### src/ftqg_pkg.sv
package ftqg_pkg;

    // Window depth and derived widths
    localparam int WINDOW  = 64;
    localparam int WIN_AW  = (WINDOW > 1) ? $clog2(WINDOW) : 1;
    localparam int DIV_W   = $clog2(WINDOW + 1);
    localparam int TIME_W  = 24;
    localparam int TOT_W   = TIME_W + WIN_AW;
    localparam int CNT_W   = $clog2(TOT_W + 1);

    localparam int BUDGET_W = 20;
    localparam int RUN_W    = 8;
    localparam int COUNT_W  = 32;
    localparam int GPU_W    = 64;
    localparam int LEVEL_W  = 2;
    localparam int SCALE_W  = 3;
    localparam int CFG_AW   = 3;

    localparam logic [GPU_W-1:0] GPU_MAX_US = GPU_W'(1000000);

    // Quality levels
    localparam logic [LEVEL_W-1:0] LEVEL_HIGH = 2'd0;
    localparam logic [LEVEL_W-1:0] LEVEL_LOW  = 2'd2;
    localparam logic [SCALE_W-1:0] SCALE_FULL = 3'd4;

    // Configuration register indexes
    localparam logic [CFG_AW-1:0] CFG_BUDGET       = 3'd0;
    localparam logic [CFG_AW-1:0] CFG_LOOSE_BUDGET = 3'd1;
    localparam logic [CFG_AW-1:0] CFG_DEGRADE      = 3'd2;
    localparam logic [CFG_AW-1:0] CFG_RECOVER      = 3'd3;

    // Reset values of the configuration registers
    localparam logic [BUDGET_W-1:0] BUDGET_RST       = 20'd16667;
    localparam logic [BUDGET_W-1:0] LOOSE_BUDGET_RST = 20'd15000;
    localparam logic [RUN_W-1:0]    DEGRADE_RST      = 8'd3;
    localparam logic [RUN_W-1:0]    RECOVER_RST      = 8'd10;

    typedef struct packed {
        logic start;   // read the slot at the write pointer, count the frame
        logic commit;  // retire the oldest time, write the new one
    } t_win_ctl;

    typedef struct packed {
        logic [LEVEL_W-1:0] level;
        logic [COUNT_W-1:0] overloads;
    } t_gov_stat;

    typedef struct packed {
        logic [BUDGET_W-1:0] budget;
        logic [BUDGET_W-1:0] loose_budget;
        logic [RUN_W-1:0]    degrade_frames;
        logic [RUN_W-1:0]    recover_frames;
    } t_cfg;

endpackage

### src/ftqg_window.sv
module ftqg_window
    import ftqg_pkg::*;
(
    input  logic                i_clk,
    input  logic                i_rst_n,
    input  t_win_ctl            i_ctl,
    input  logic [TIME_W-1:0]   i_time,
    output logic [TOT_W-1:0]    o_total,
    output logic [DIV_W-1:0]    o_divisor,
    output logic [COUNT_W-1:0]  o_frames
);

    logic [TIME_W-1:0]  r_mem [WINDOW];
    logic [TIME_W-1:0]  r_rd_data;
    logic [WIN_AW-1:0]  r_pos;
    logic [TOT_W-1:0]   r_total;
    logic [COUNT_W-1:0] r_frames;
    logic               r_full;

    logic [TIME_W-1:0]  oldest;
    logic [WIN_AW-1:0]  n_pos;
    logic [TOT_W-1:0]   n_total;

    // Slots are filled in order, so a slot is unwritten until a full lap is done
    always_comb begin
        oldest  = r_full ? r_rd_data : '0;
        n_total = r_total - TOT_W'(oldest) + TOT_W'(i_time);
        n_pos   = (r_pos == WIN_AW'(WINDOW - 1)) ? '0 : r_pos + 1'b1;
    end

    always_ff @(posedge i_clk) begin
        if (i_ctl.start) begin
            r_rd_data <= r_mem[r_pos];
        end
        if (i_ctl.commit) begin
            r_mem[r_pos] <= i_time;
        end
    end

    always_ff @(posedge i_clk) begin
        if (!i_rst_n) begin
            r_pos    <= '0;
            r_total  <= '0;
            r_frames <= '0;
            r_full   <= 1'b0;
        end else begin
            if (i_ctl.start) begin
                r_full <= (r_frames >= COUNT_W'(WINDOW));
                if (r_frames != '1) begin
                    r_frames <= r_frames + 1'b1;
                end
            end
            if (i_ctl.commit) begin
                r_total <= n_total;
                r_pos   <= n_pos;
            end
        end
    end

    assign o_total   = r_total;
    assign o_frames  = r_frames;
    // Divide by the frame count during warm-up, by the window depth after
    assign o_divisor = (r_frames < COUNT_W'(WINDOW)) ? r_frames[DIV_W-1:0]
                                                      : DIV_W'(WINDOW);

endmodule

### src/ftqg_div.sv
module ftqg_div
    import ftqg_pkg::*;
(
    input  logic               i_clk,
    input  logic               i_rst_n,
    input  logic               i_start,
    input  logic [TOT_W-1:0]   i_num,
    input  logic [DIV_W-1:0]   i_den,
    output logic               o_done,
    output logic [TOT_W-1:0]   o_quot
);

    logic [DIV_W-1:0] r_rem;
    logic [DIV_W-1:0] r_den;
    logic [TOT_W-1:0] r_quot;
    logic [CNT_W-1:0] r_cnt;
    logic             r_done;

    logic [DIV_W:0]   shifted;
    logic             ge;
    logic [DIV_W:0]   diff;

    // One quotient bit per cycle, restoring
    always_comb begin
        shifted = {r_rem, r_quot[TOT_W-1]};
        ge      = (shifted >= {1'b0, r_den});
        diff    = shifted - {1'b0, r_den};
    end

    always_ff @(posedge i_clk) begin
        if (!i_rst_n) begin
            r_cnt  <= '0;
            r_done <= 1'b0;
        end else begin
            r_done <= 1'b0;
            if (i_start) begin
                r_rem  <= '0;
                r_den  <= i_den;
                r_quot <= i_num;
                r_cnt  <= CNT_W'(TOT_W);
            end else if (r_cnt != '0) begin
                r_rem  <= ge ? diff[DIV_W-1:0] : shifted[DIV_W-1:0];
                r_quot <= {r_quot[TOT_W-2:0], ge};
                r_cnt  <= r_cnt - 1'b1;
                r_done <= (r_cnt == CNT_W'(1));
            end
        end
    end

    assign o_done = r_done;
    assign o_quot = r_quot;

endmodule

### src/ftqg_gov.sv
module ftqg_gov
    import ftqg_pkg::*;
(
    input  logic                i_clk,
    input  logic                i_rst_n,
    input  logic                i_update,
    input  logic [TIME_W-1:0]   i_time,
    input  t_cfg                i_cfg,
    output t_gov_stat           o_stat
);

    logic [LEVEL_W-1:0] r_level;
    logic [RUN_W-1:0]   r_over_run;
    logic [RUN_W-1:0]   r_good_run;
    logic [COUNT_W-1:0] r_overloads;

    logic [LEVEL_W-1:0] n_level;
    logic [RUN_W-1:0]   n_over_run;
    logic [RUN_W-1:0]   n_good_run;
    logic [COUNT_W-1:0] n_overloads;
    logic               over;
    logic               good;

    always_comb begin
        over        = (i_time > TIME_W'(i_cfg.budget));
        good        = (i_time < TIME_W'(i_cfg.loose_budget));
        n_level     = r_level;
        n_overloads = r_overloads;
        n_over_run  = r_over_run;
        n_good_run  = r_good_run;

        if (over) begin
            if (r_overloads != '1) n_overloads = r_overloads + 1'b1;
            if (r_over_run != '1)  n_over_run  = r_over_run + 1'b1;
            n_good_run = '0;
        end else begin
            n_over_run = '0;
            if (r_level != LEVEL_HIGH && good) begin
                if (r_good_run != '1) n_good_run = r_good_run + 1'b1;
            end else begin
                n_good_run = '0;
            end
        end

        // Degrade first; recovery is checked against the updated level
        if (n_over_run >= i_cfg.degrade_frames && n_level != LEVEL_LOW) begin
            n_level    = n_level + 1'b1;
            n_over_run = '0;
            n_good_run = '0;
        end
        if (n_good_run >= i_cfg.recover_frames && n_level != LEVEL_HIGH) begin
            n_level    = n_level - 1'b1;
            n_good_run = '0;
        end
    end

    always_ff @(posedge i_clk) begin
        if (!i_rst_n) begin
            r_level     <= LEVEL_HIGH;
            r_over_run  <= '0;
            r_good_run  <= '0;
            r_overloads <= '0;
        end else if (i_update) begin
            r_level     <= n_level;
            r_over_run  <= n_over_run;
            r_good_run  <= n_good_run;
            r_overloads <= n_overloads;
        end
    end

    assign o_stat.level     = r_level;
    assign o_stat.overloads = r_overloads;

endmodule

### src/frame_time_quality_governor_core.sv
// Each frame passes in order through the accept, the read-modify-write of the
//   window memory, the divider launch, the 30-step iterative divider for the
//   window average, the divider done check and the output load. A new frame
//   is taken only after the last result is loaded; a stall on the result
//   channel holds the output load until the output slot is free.
// Reset (synchronous, active low): quality high, counters and window sum zero,
//   configuration back to its defaults; no memory clearing pass is needed.
module frame_time_quality_governor_core
    import ftqg_pkg::*;
(
    input  logic                         i_clk,
    input  logic                         i_rst_n,

    // Frame report channel
    input  logic                         i_in_valid,
    output logic                         o_in_stall,
    input  logic signed [GPU_W-1:0]      i_gpu_time_us,
    input  logic [TIME_W-1:0]            i_cpu_time_us,

    // Result channel
    output logic                         o_out_valid,
    input  logic                         i_out_stall,
    output logic [LEVEL_W-1:0]           o_quality_level,
    output logic                         o_degraded,
    output logic [SCALE_W-1:0]           o_scale_quarters,
    output logic [TIME_W-1:0]            o_rolling_avg_us,
    output logic [TIME_W-1:0]            o_frame_time_us,
    output logic [COUNT_W-1:0]           o_overload_count,
    output logic [COUNT_W-1:0]           o_frame_number,

    // Configuration write channel
    input  logic                         i_cfg_valid,
    output logic                         o_cfg_ready,
    input  logic [CFG_AW-1:0]            i_cfg_index,
    input  logic [BUDGET_W-1:0]          i_cfg_data
);

    typedef enum logic [2:0] {
        S_IDLE,     // wait for a frame beat; window slot read issued on accept
        S_RMW,      // read data back: update sum, write slot, run governor
        S_DSTART,   // launch the average divider on the new sum
        S_DIV,      // divider iterating
        S_DONE      // load the result beat once the output slot is free
    } t_state;

    t_state             r_state;
    t_cfg               r_cfg;
    logic [TIME_W-1:0]  r_time;

    logic               r_out_valid;
    logic [LEVEL_W-1:0] r_quality_level;
    logic [TIME_W-1:0]  r_rolling_avg;
    logic [TIME_W-1:0]  r_frame_time;
    logic [COUNT_W-1:0] r_overload_count;
    logic [COUNT_W-1:0] r_frame_number;

    logic               in_accept;
    logic               gpu_ok;
    logic [TIME_W-1:0]  chosen_time;
    logic               out_free;
    t_win_ctl           win_ctl;
    logic [TOT_W-1:0]   win_total;
    logic [DIV_W-1:0]   win_divisor;
    logic [COUNT_W-1:0] win_frames;
    logic               div_done;
    logic [TOT_W-1:0]   div_quot;
    t_gov_stat          gov_stat;

    // Take one frame at a time; the result register parts us from the sink,
    // so a new frame is taken while the last result still waits.
    assign o_in_stall  = (r_state != S_IDLE);
    assign in_accept   = i_in_valid && !o_in_stall;
    assign o_cfg_ready = (r_state == S_IDLE);
    assign out_free    = !r_out_valid || !i_out_stall;

    // GPU time counts only in 1..1000000; zero, negative and too large fall
    // back to the CPU time.
    assign gpu_ok      = !i_gpu_time_us[GPU_W-1] && (i_gpu_time_us != '0)
                         && (i_gpu_time_us <= GPU_MAX_US);
    assign chosen_time = gpu_ok ? i_gpu_time_us[TIME_W-1:0] : i_cpu_time_us;

    assign win_ctl.start  = in_accept;
    assign win_ctl.commit = (r_state == S_RMW);

    ftqg_window u_window (
        .i_clk     (i_clk),
        .i_rst_n   (i_rst_n),
        .i_ctl     (win_ctl),
        .i_time    (r_time),
        .o_total   (win_total),
        .o_divisor (win_divisor),
        .o_frames  (win_frames)
    );

    ftqg_gov u_gov (
        .i_clk    (i_clk),
        .i_rst_n  (i_rst_n),
        .i_update (r_state == S_RMW),
        .i_time   (r_time),
        .i_cfg    (r_cfg),
        .o_stat   (gov_stat)
    );

    ftqg_div u_div (
        .i_clk   (i_clk),
        .i_rst_n (i_rst_n),
        .i_start (r_state == S_DSTART),
        .i_num   (win_total),
        .i_den   (win_divisor),
        .o_done  (div_done),
        .o_quot  (div_quot)
    );

    // Configuration registers; writes land only while the block is idle
    always_ff @(posedge i_clk) begin
        if (!i_rst_n) begin
            r_cfg.budget         <= BUDGET_RST;
            r_cfg.loose_budget   <= LOOSE_BUDGET_RST;
            r_cfg.degrade_frames <= DEGRADE_RST;
            r_cfg.recover_frames <= RECOVER_RST;
        end else if (i_cfg_valid && o_cfg_ready) begin
            unique case (i_cfg_index)
                CFG_BUDGET:       r_cfg.budget         <= i_cfg_data;
                CFG_LOOSE_BUDGET: r_cfg.loose_budget   <= i_cfg_data;
                CFG_DEGRADE:      r_cfg.degrade_frames <= i_cfg_data[RUN_W-1:0];
                CFG_RECOVER:      r_cfg.recover_frames <= i_cfg_data[RUN_W-1:0];
                default: ;
            endcase
        end
    end

    // Sequencer and result beat registers
    always_ff @(posedge i_clk) begin
        if (!i_rst_n) begin
            r_state     <= S_IDLE;
            r_out_valid <= 1'b0;
        end else begin
            // Drop valid once the beat is taken, unless a new one loads now
            if (r_out_valid && !i_out_stall && (r_state != S_DONE)) begin
                r_out_valid <= 1'b0;
            end
            unique case (r_state)
                S_IDLE: begin
                    if (in_accept) begin
                        r_time  <= chosen_time;
                        r_state <= S_RMW;
                    end
                end
                S_RMW: begin
                    r_state <= S_DSTART;
                end
                S_DSTART: begin
                    r_state <= S_DIV;
                end
                S_DIV: begin
                    if (div_done) begin
                        r_state <= S_DONE;
                    end
                end
                S_DONE: begin
                    // Hold the quotient until the output slot drains
                    if (out_free) begin
                        r_out_valid      <= 1'b1;
                        r_quality_level  <= gov_stat.level;
                        r_rolling_avg    <= div_quot[TIME_W-1:0];
                        r_frame_time     <= r_time;
                        r_overload_count <= gov_stat.overloads;
                        r_frame_number   <= win_frames;
                        r_state          <= S_IDLE;
                    end
                end
                default: begin
                    r_state <= S_IDLE;
                end
            endcase
        end
    end

    assign o_out_valid      = r_out_valid;
    assign o_quality_level  = r_quality_level;
    assign o_degraded       = (r_quality_level != LEVEL_HIGH);
    assign o_scale_quarters = SCALE_FULL - SCALE_W'(r_quality_level);
    assign o_rolling_avg_us = r_rolling_avg;
    assign o_frame_time_us  = r_frame_time;
    assign o_overload_count = r_overload_count;
    assign o_frame_number   = r_frame_number;

`ifndef SYNTHESIS
    a_busy_after_accept: assert property (@(posedge i_clk) disable iff (!i_rst_n)
        in_accept |=> o_in_stall)
        else $error("frame accepted without leaving idle");

    a_div_done_in_div: assert property (@(posedge i_clk) disable iff (!i_rst_n)
        div_done |-> (r_state == S_DIV))
        else $error("divider finished outside the divide phase");

    a_overloads_bounded: assert property (@(posedge i_clk) disable iff (!i_rst_n)
        o_out_valid |-> (o_overload_count <= o_frame_number))
        else $error("more overloads than frames");

    a_level_in_range: assert property (@(posedge i_clk) disable iff (!i_rst_n)
        (r_state == S_RMW) |=> (gov_stat.level <= LEVEL_LOW))
        else $error("quality level beyond lowest");
`endif

endmodule

### config.mk
export PLATFORM = sky130hd
export DESIGN_NAME = frame_time_quality_governor_core
export DESIGN_NICKNAME = d
export VERILOG_FILES = /design/src/ftqg_pkg.sv /design/src/ftqg_window.sv /design/src/ftqg_div.sv /design/src/ftqg_gov.sv /design/src/frame_time_quality_governor_core.sv
export SDC_FILE = /design/constraint.sdc
export NUM_CORES = 2
export LEC_CHECK = 0
export BUFFER_PORTS_ARGS = -buffer_cell sky130_fd_sc_hd__clkbuf_2
export CORE_MARGIN = 2
export CORE_UTILIZATION = 50
export DETAILED_ROUTE_END_ITERATION = 10
export PLACE_DENSITY_LB_ADDON = 0.25
export RECOVER_POWER = 25
export SYNTH_ARGS = -nofsm -noshare
export SYNTH_HDL_FRONTEND = slang
export SYNTH_SLANG_ARGS = --single-unit
### constraint.sdc
create_clock -name i_clk -period 7.2 [get_ports i_clk]
set_clock_uncertainty 0.1 [all_clocks]
set_input_delay 0.72 -clock i_clk [delete_from_list [all_inputs] [get_ports i_clk]]
set_output_delay 0.72 -clock i_clk [all_outputs]
set_load 0.03 [all_outputs]
==> out/qor.txt <==
GP Congestion: 0.8829
Failing checks: max-capacitance violations, max-slew violations
Yosys synthesis warning count: 0
Crit path cell chain: clkbuf_1, ha_1, a21oi_1, nor2b_1, o21ai_0, and4_1, nand2_1, nor2_1, ha_1, a21o_1, a21oi_1, nor2b_1, o2111ai_1, a211o_1, nand4_1, o21bai_1, a22o_1
Slowest cell on the critical path: clkbuf_1
Pre-antenna DRT Iters: 5
Fin area: 84,510 sq um
Reg2Reg Depth: 17
Cell Rows: 141
Post-Synthesis Net Count: 5,015
Drt via density: 6.291
Fin. Hold Viols: 0
Status: finished with violations
Vias in the first global route: 42,814
Initial Util: 50.35%
Hold crit path type: in2reg
Drc violations: 0
Leak: 27.92 nW
Post-CTS Hold Buffers: 0
Worst vdd ir: 0.2449 mV
Cts bufs inserted: 189
PostCTS Resize Cnt: 0
Max incr delay on CP: 2.50 ns
Share of cells above drive strength 1: 14.48%
CP Launch Type: flip-flop
Reg clk slew, reported paths: 0.06 ns
Critical path depth: 17
Placed Area: 78,510 sq um
Die Area: 152,000 sq um
Setup tns final: 0 ns
Crit path buffers/inverters: 1
Max Cap Viol: 7
DRT iter0 DRCs: 5,834
Fmax: 0.1498 GHz
Filler cell count: 11,440
Pre-CTS setup slack: 0.6668 ns
P&R area growth vs syn: 13.53%
Reg2reg start: r_time[11]$_DFFE_PP_
Synth top area share: 70.27%
Aggregate global routing overflow: 0
Clock Path Buffers: 3
Flop and latch count out of synthesis: 1,927
Worst Tran Pin Value: 3.936 ns
Crit path capture: u_gov.r_good_run[1]$_SDFFE_PN0P_
Number of H-tree levels: 4
GR Util All Layers: 26.98%
First-pass GRT wire length: 297,200 um
Most common cell in the netlist: edfxtp_1
Max_slew headroom: -162.4%
Final Slew Violations: 458
Most instantiated cells after synthesis: 1,742 x edfxtp_1, 553 x a22oi_1, 225 x clkbuf_1
DP HPWL: 116,400 um
Routed Antenna Nets: 0
Kind of critical path: reg2reg
Synthesized cell area: 74,440 sq um
Largest net degree at the start of global routing: 112
Routed vias: 45,139
Post-CTS Setup Bufs: 0
Buffers on Ports: 236
Reg2reg end: u_gov.r_good_run[1]$_SDFFE_PN0P_
Syn Area/Cell: 15.61 sq um
Top_reg_cell synth: edfxtp_1
Sequential share of the synthesized area: 75.25%
Largest area contributor in the netlist: edfxtp_1
CTS tree: yes
Final wirelength: 207,200 um
Crit path from: r_time[11]$_DFFE_PP_
Synth async-reset ratio: 0%
RSZ-0062 raised after global routing: no
Period utilization: 92.73%
Worst skew pair latency: 0.84 ns
CP arrival: 7.31 ns
Worst setup EP type: flip-flop
Minimum clock period: 6.677 ns
Total chip power: 24.34 mW
Post-synthesis instance total: 4,770
Final setup margin: 0.5232 ns
IO Pins: 237
Core Region: 147,800 sq um
Clk root buf: clkbuf_16
Number of enable flip-flop cells after synthesis: 1,742
Chip Height: 389.9 um
Final net count: 5,330
P per Cell Area: 288.0 nW/um^2
Clk sinks: 1,927
# setup viols final: 0
Initial antenna violation count: 21
Ranking of synthesized cells by area: edfxtp_1 70%, a22oi_1 5.6%, dfxtp_1 5.0%
Critical Path Fanout Max: 67
DR WL/cell: 28.87 um
Flop-to-flop setup slack: 0.52 ns
Die Wd: 389.9 um
Crit-path leading delay family: buffers and inverters
Worst EP required: 7.83 ns
Cell variety after synth: 70
worst min path at each step:
| stage | startpoint | to | cells past startpoint | slack, ns |
|---|---|---|---|---|
| 6_report | i_cfg_data[16] | r_cfg[52]$_SDFFE_PN0P_ | 3 | 0.05 |
| 5_1_grt | i_cfg_data[18] | r_cfg[34]$_SDFFE_PN0P_ | 3 | 0.04 |
| 4_1_cts | i_cfg_data[16] | r_cfg[52]$_SDFFE_PN0P_ | 3 | 0.003 |
| 3_5_place_dp | u_gov.r_overloads[11]$_SDFFE_PN0P_ | o_overload_count[11]$_DFFE_PP_ | 0 | 0.32 |
| 3_3_place_gp | u_gov.r_overloads[11]$_SDFFE_PN0P_ | o_overload_count[11]$_DFFE_PP_ | 0 | 0.32 |
| 2_1_floorplan | u_gov.r_overloads[11]$_SDFFE_PN0P_ | o_overload_count[11]$_DFFE_PP_ | 0 | 0.31 |
stage by stage:
stage                     hold WS, ns  instances  utilization, %
final                         0.05314       7175           57.17
after global routing          0.03656       7171           57.16
after CTS                    0.003227       7170           57.19
after detailed placement       0.3155       6824           53.11
after global placement         0.3172       6824           53.11
after floorplan                0.3082       4770               -
cell families (layout without fill, tap and decap cells):
family	count (synthesis)	in the layout	synth area share (%)
compound gates	1270	1270	12.35
xor+xnor	79	79	0.9295
fa+ha+maj	129	129	2.420
buf+inv	460	930	2.341
flops	1927	1927	75.25
mux	46	46	0.6522
other cells	0	5	0
simple gates	859	859	6.058
power by group:
group | internal [mW] | leakage, nW | total [mW] | switching, mW
clock | 5.40 | 2.92 | 9.63 | 4.23
sequential | 12.4 | 17.2 | 12.5 | 0.104
combinational | 0.768 | 7.77 | 2.19 | 1.42
total | 18.6 | 27.9 | 24.3 | 5.75
layer usage:
metal | routed length [um] | up-vias | global-route usage, %
met5 | 47 | - | 0
met4 | 7973 | 6 | 10.49
met3 | 21950 | 336 | 5.788
met2 | 94390 | 2605 | 41.32
met1 | 82820 | 22596 | 37.99
li1 | - | 19596 | -
flip-flops by register name (all words and copies together), names as in the netlist, 2 cells and up:
| register | flops |
|---|---|
| r_state | 3 |
| u_gov.r_good_run | 8 |
| r_cfg | 56 |
| o_frame_number | 32 |
| u_div.r_den | 7 |
| u_window.r_pos | 6 |
| u_window.r_mem | 1536 |
| u_div.r_cnt | 5 |
| o_frame_time_us | 24 |
| o_quality_level | 2 |
| u_div.o_quot | 30 |
| u_div.r_rem | 7 |
| o_overload_count | 32 |
| u_gov.r_over_run | 8 |
| r_time | 24 |
| u_window.o_frames | 32 |
| u_window.o_total | 30 |
| u_gov.r_level | 2 |
| u_gov.r_overloads | 32 |
| o_rolling_avg_us | 24 |
| u_window.r_rd_data | 24 |
tightest hold or removal path, cell delays in order:
cell and delay, ns:
clkbuf_2 0.10, nand2_1 0.05, a21boi_0 0.06
final cells by class:
cell class                 count  area, sq um  share of cell area (%)
antenna                        5        12.51                 0.01480
clock buffer                 232         4933                   5.837
clock inverter               114         1101                   1.303
inverter                     198        743.2                  0.8794
multi-input combinational   2383        16940                   20.05
sequential                  1927        56010                   66.28
tap                         1930         2415                   2.857
timing repair buffer         386         2352                   2.783
layout by cell type, fill, tap and decap left out, drive strengths merged, types with 11 or more instances in the layout:
cell	Yosys	final
fa	25	25
nor3	29	29
or3	22	22
and3	12	12
mux2	20	20
nand4	138	138
ha	104	104
mux2i	26	26
a22oi	553	553
nand2b	26	26
edfxtp	1742	1742
xnor2	54	54
clkinv	0	81
a21o	29	29
and4	11	11
a21oi	127	127
a21boi	53	53
nand3	71	71
xor2	25	25
a221oi	117	117
o211ai	22	22
clkbuf	225	479
a31oi	103	103
bufinv	0	14
o21ai	92	92
nor2	131	131
inv	198	208
and2	95	95
buf	37	139
nor4	37	37
a22o	119	119
dfxtp	185	185
nor2b	45	45
nand2	206	206
(Power assumes the default switching activity.)
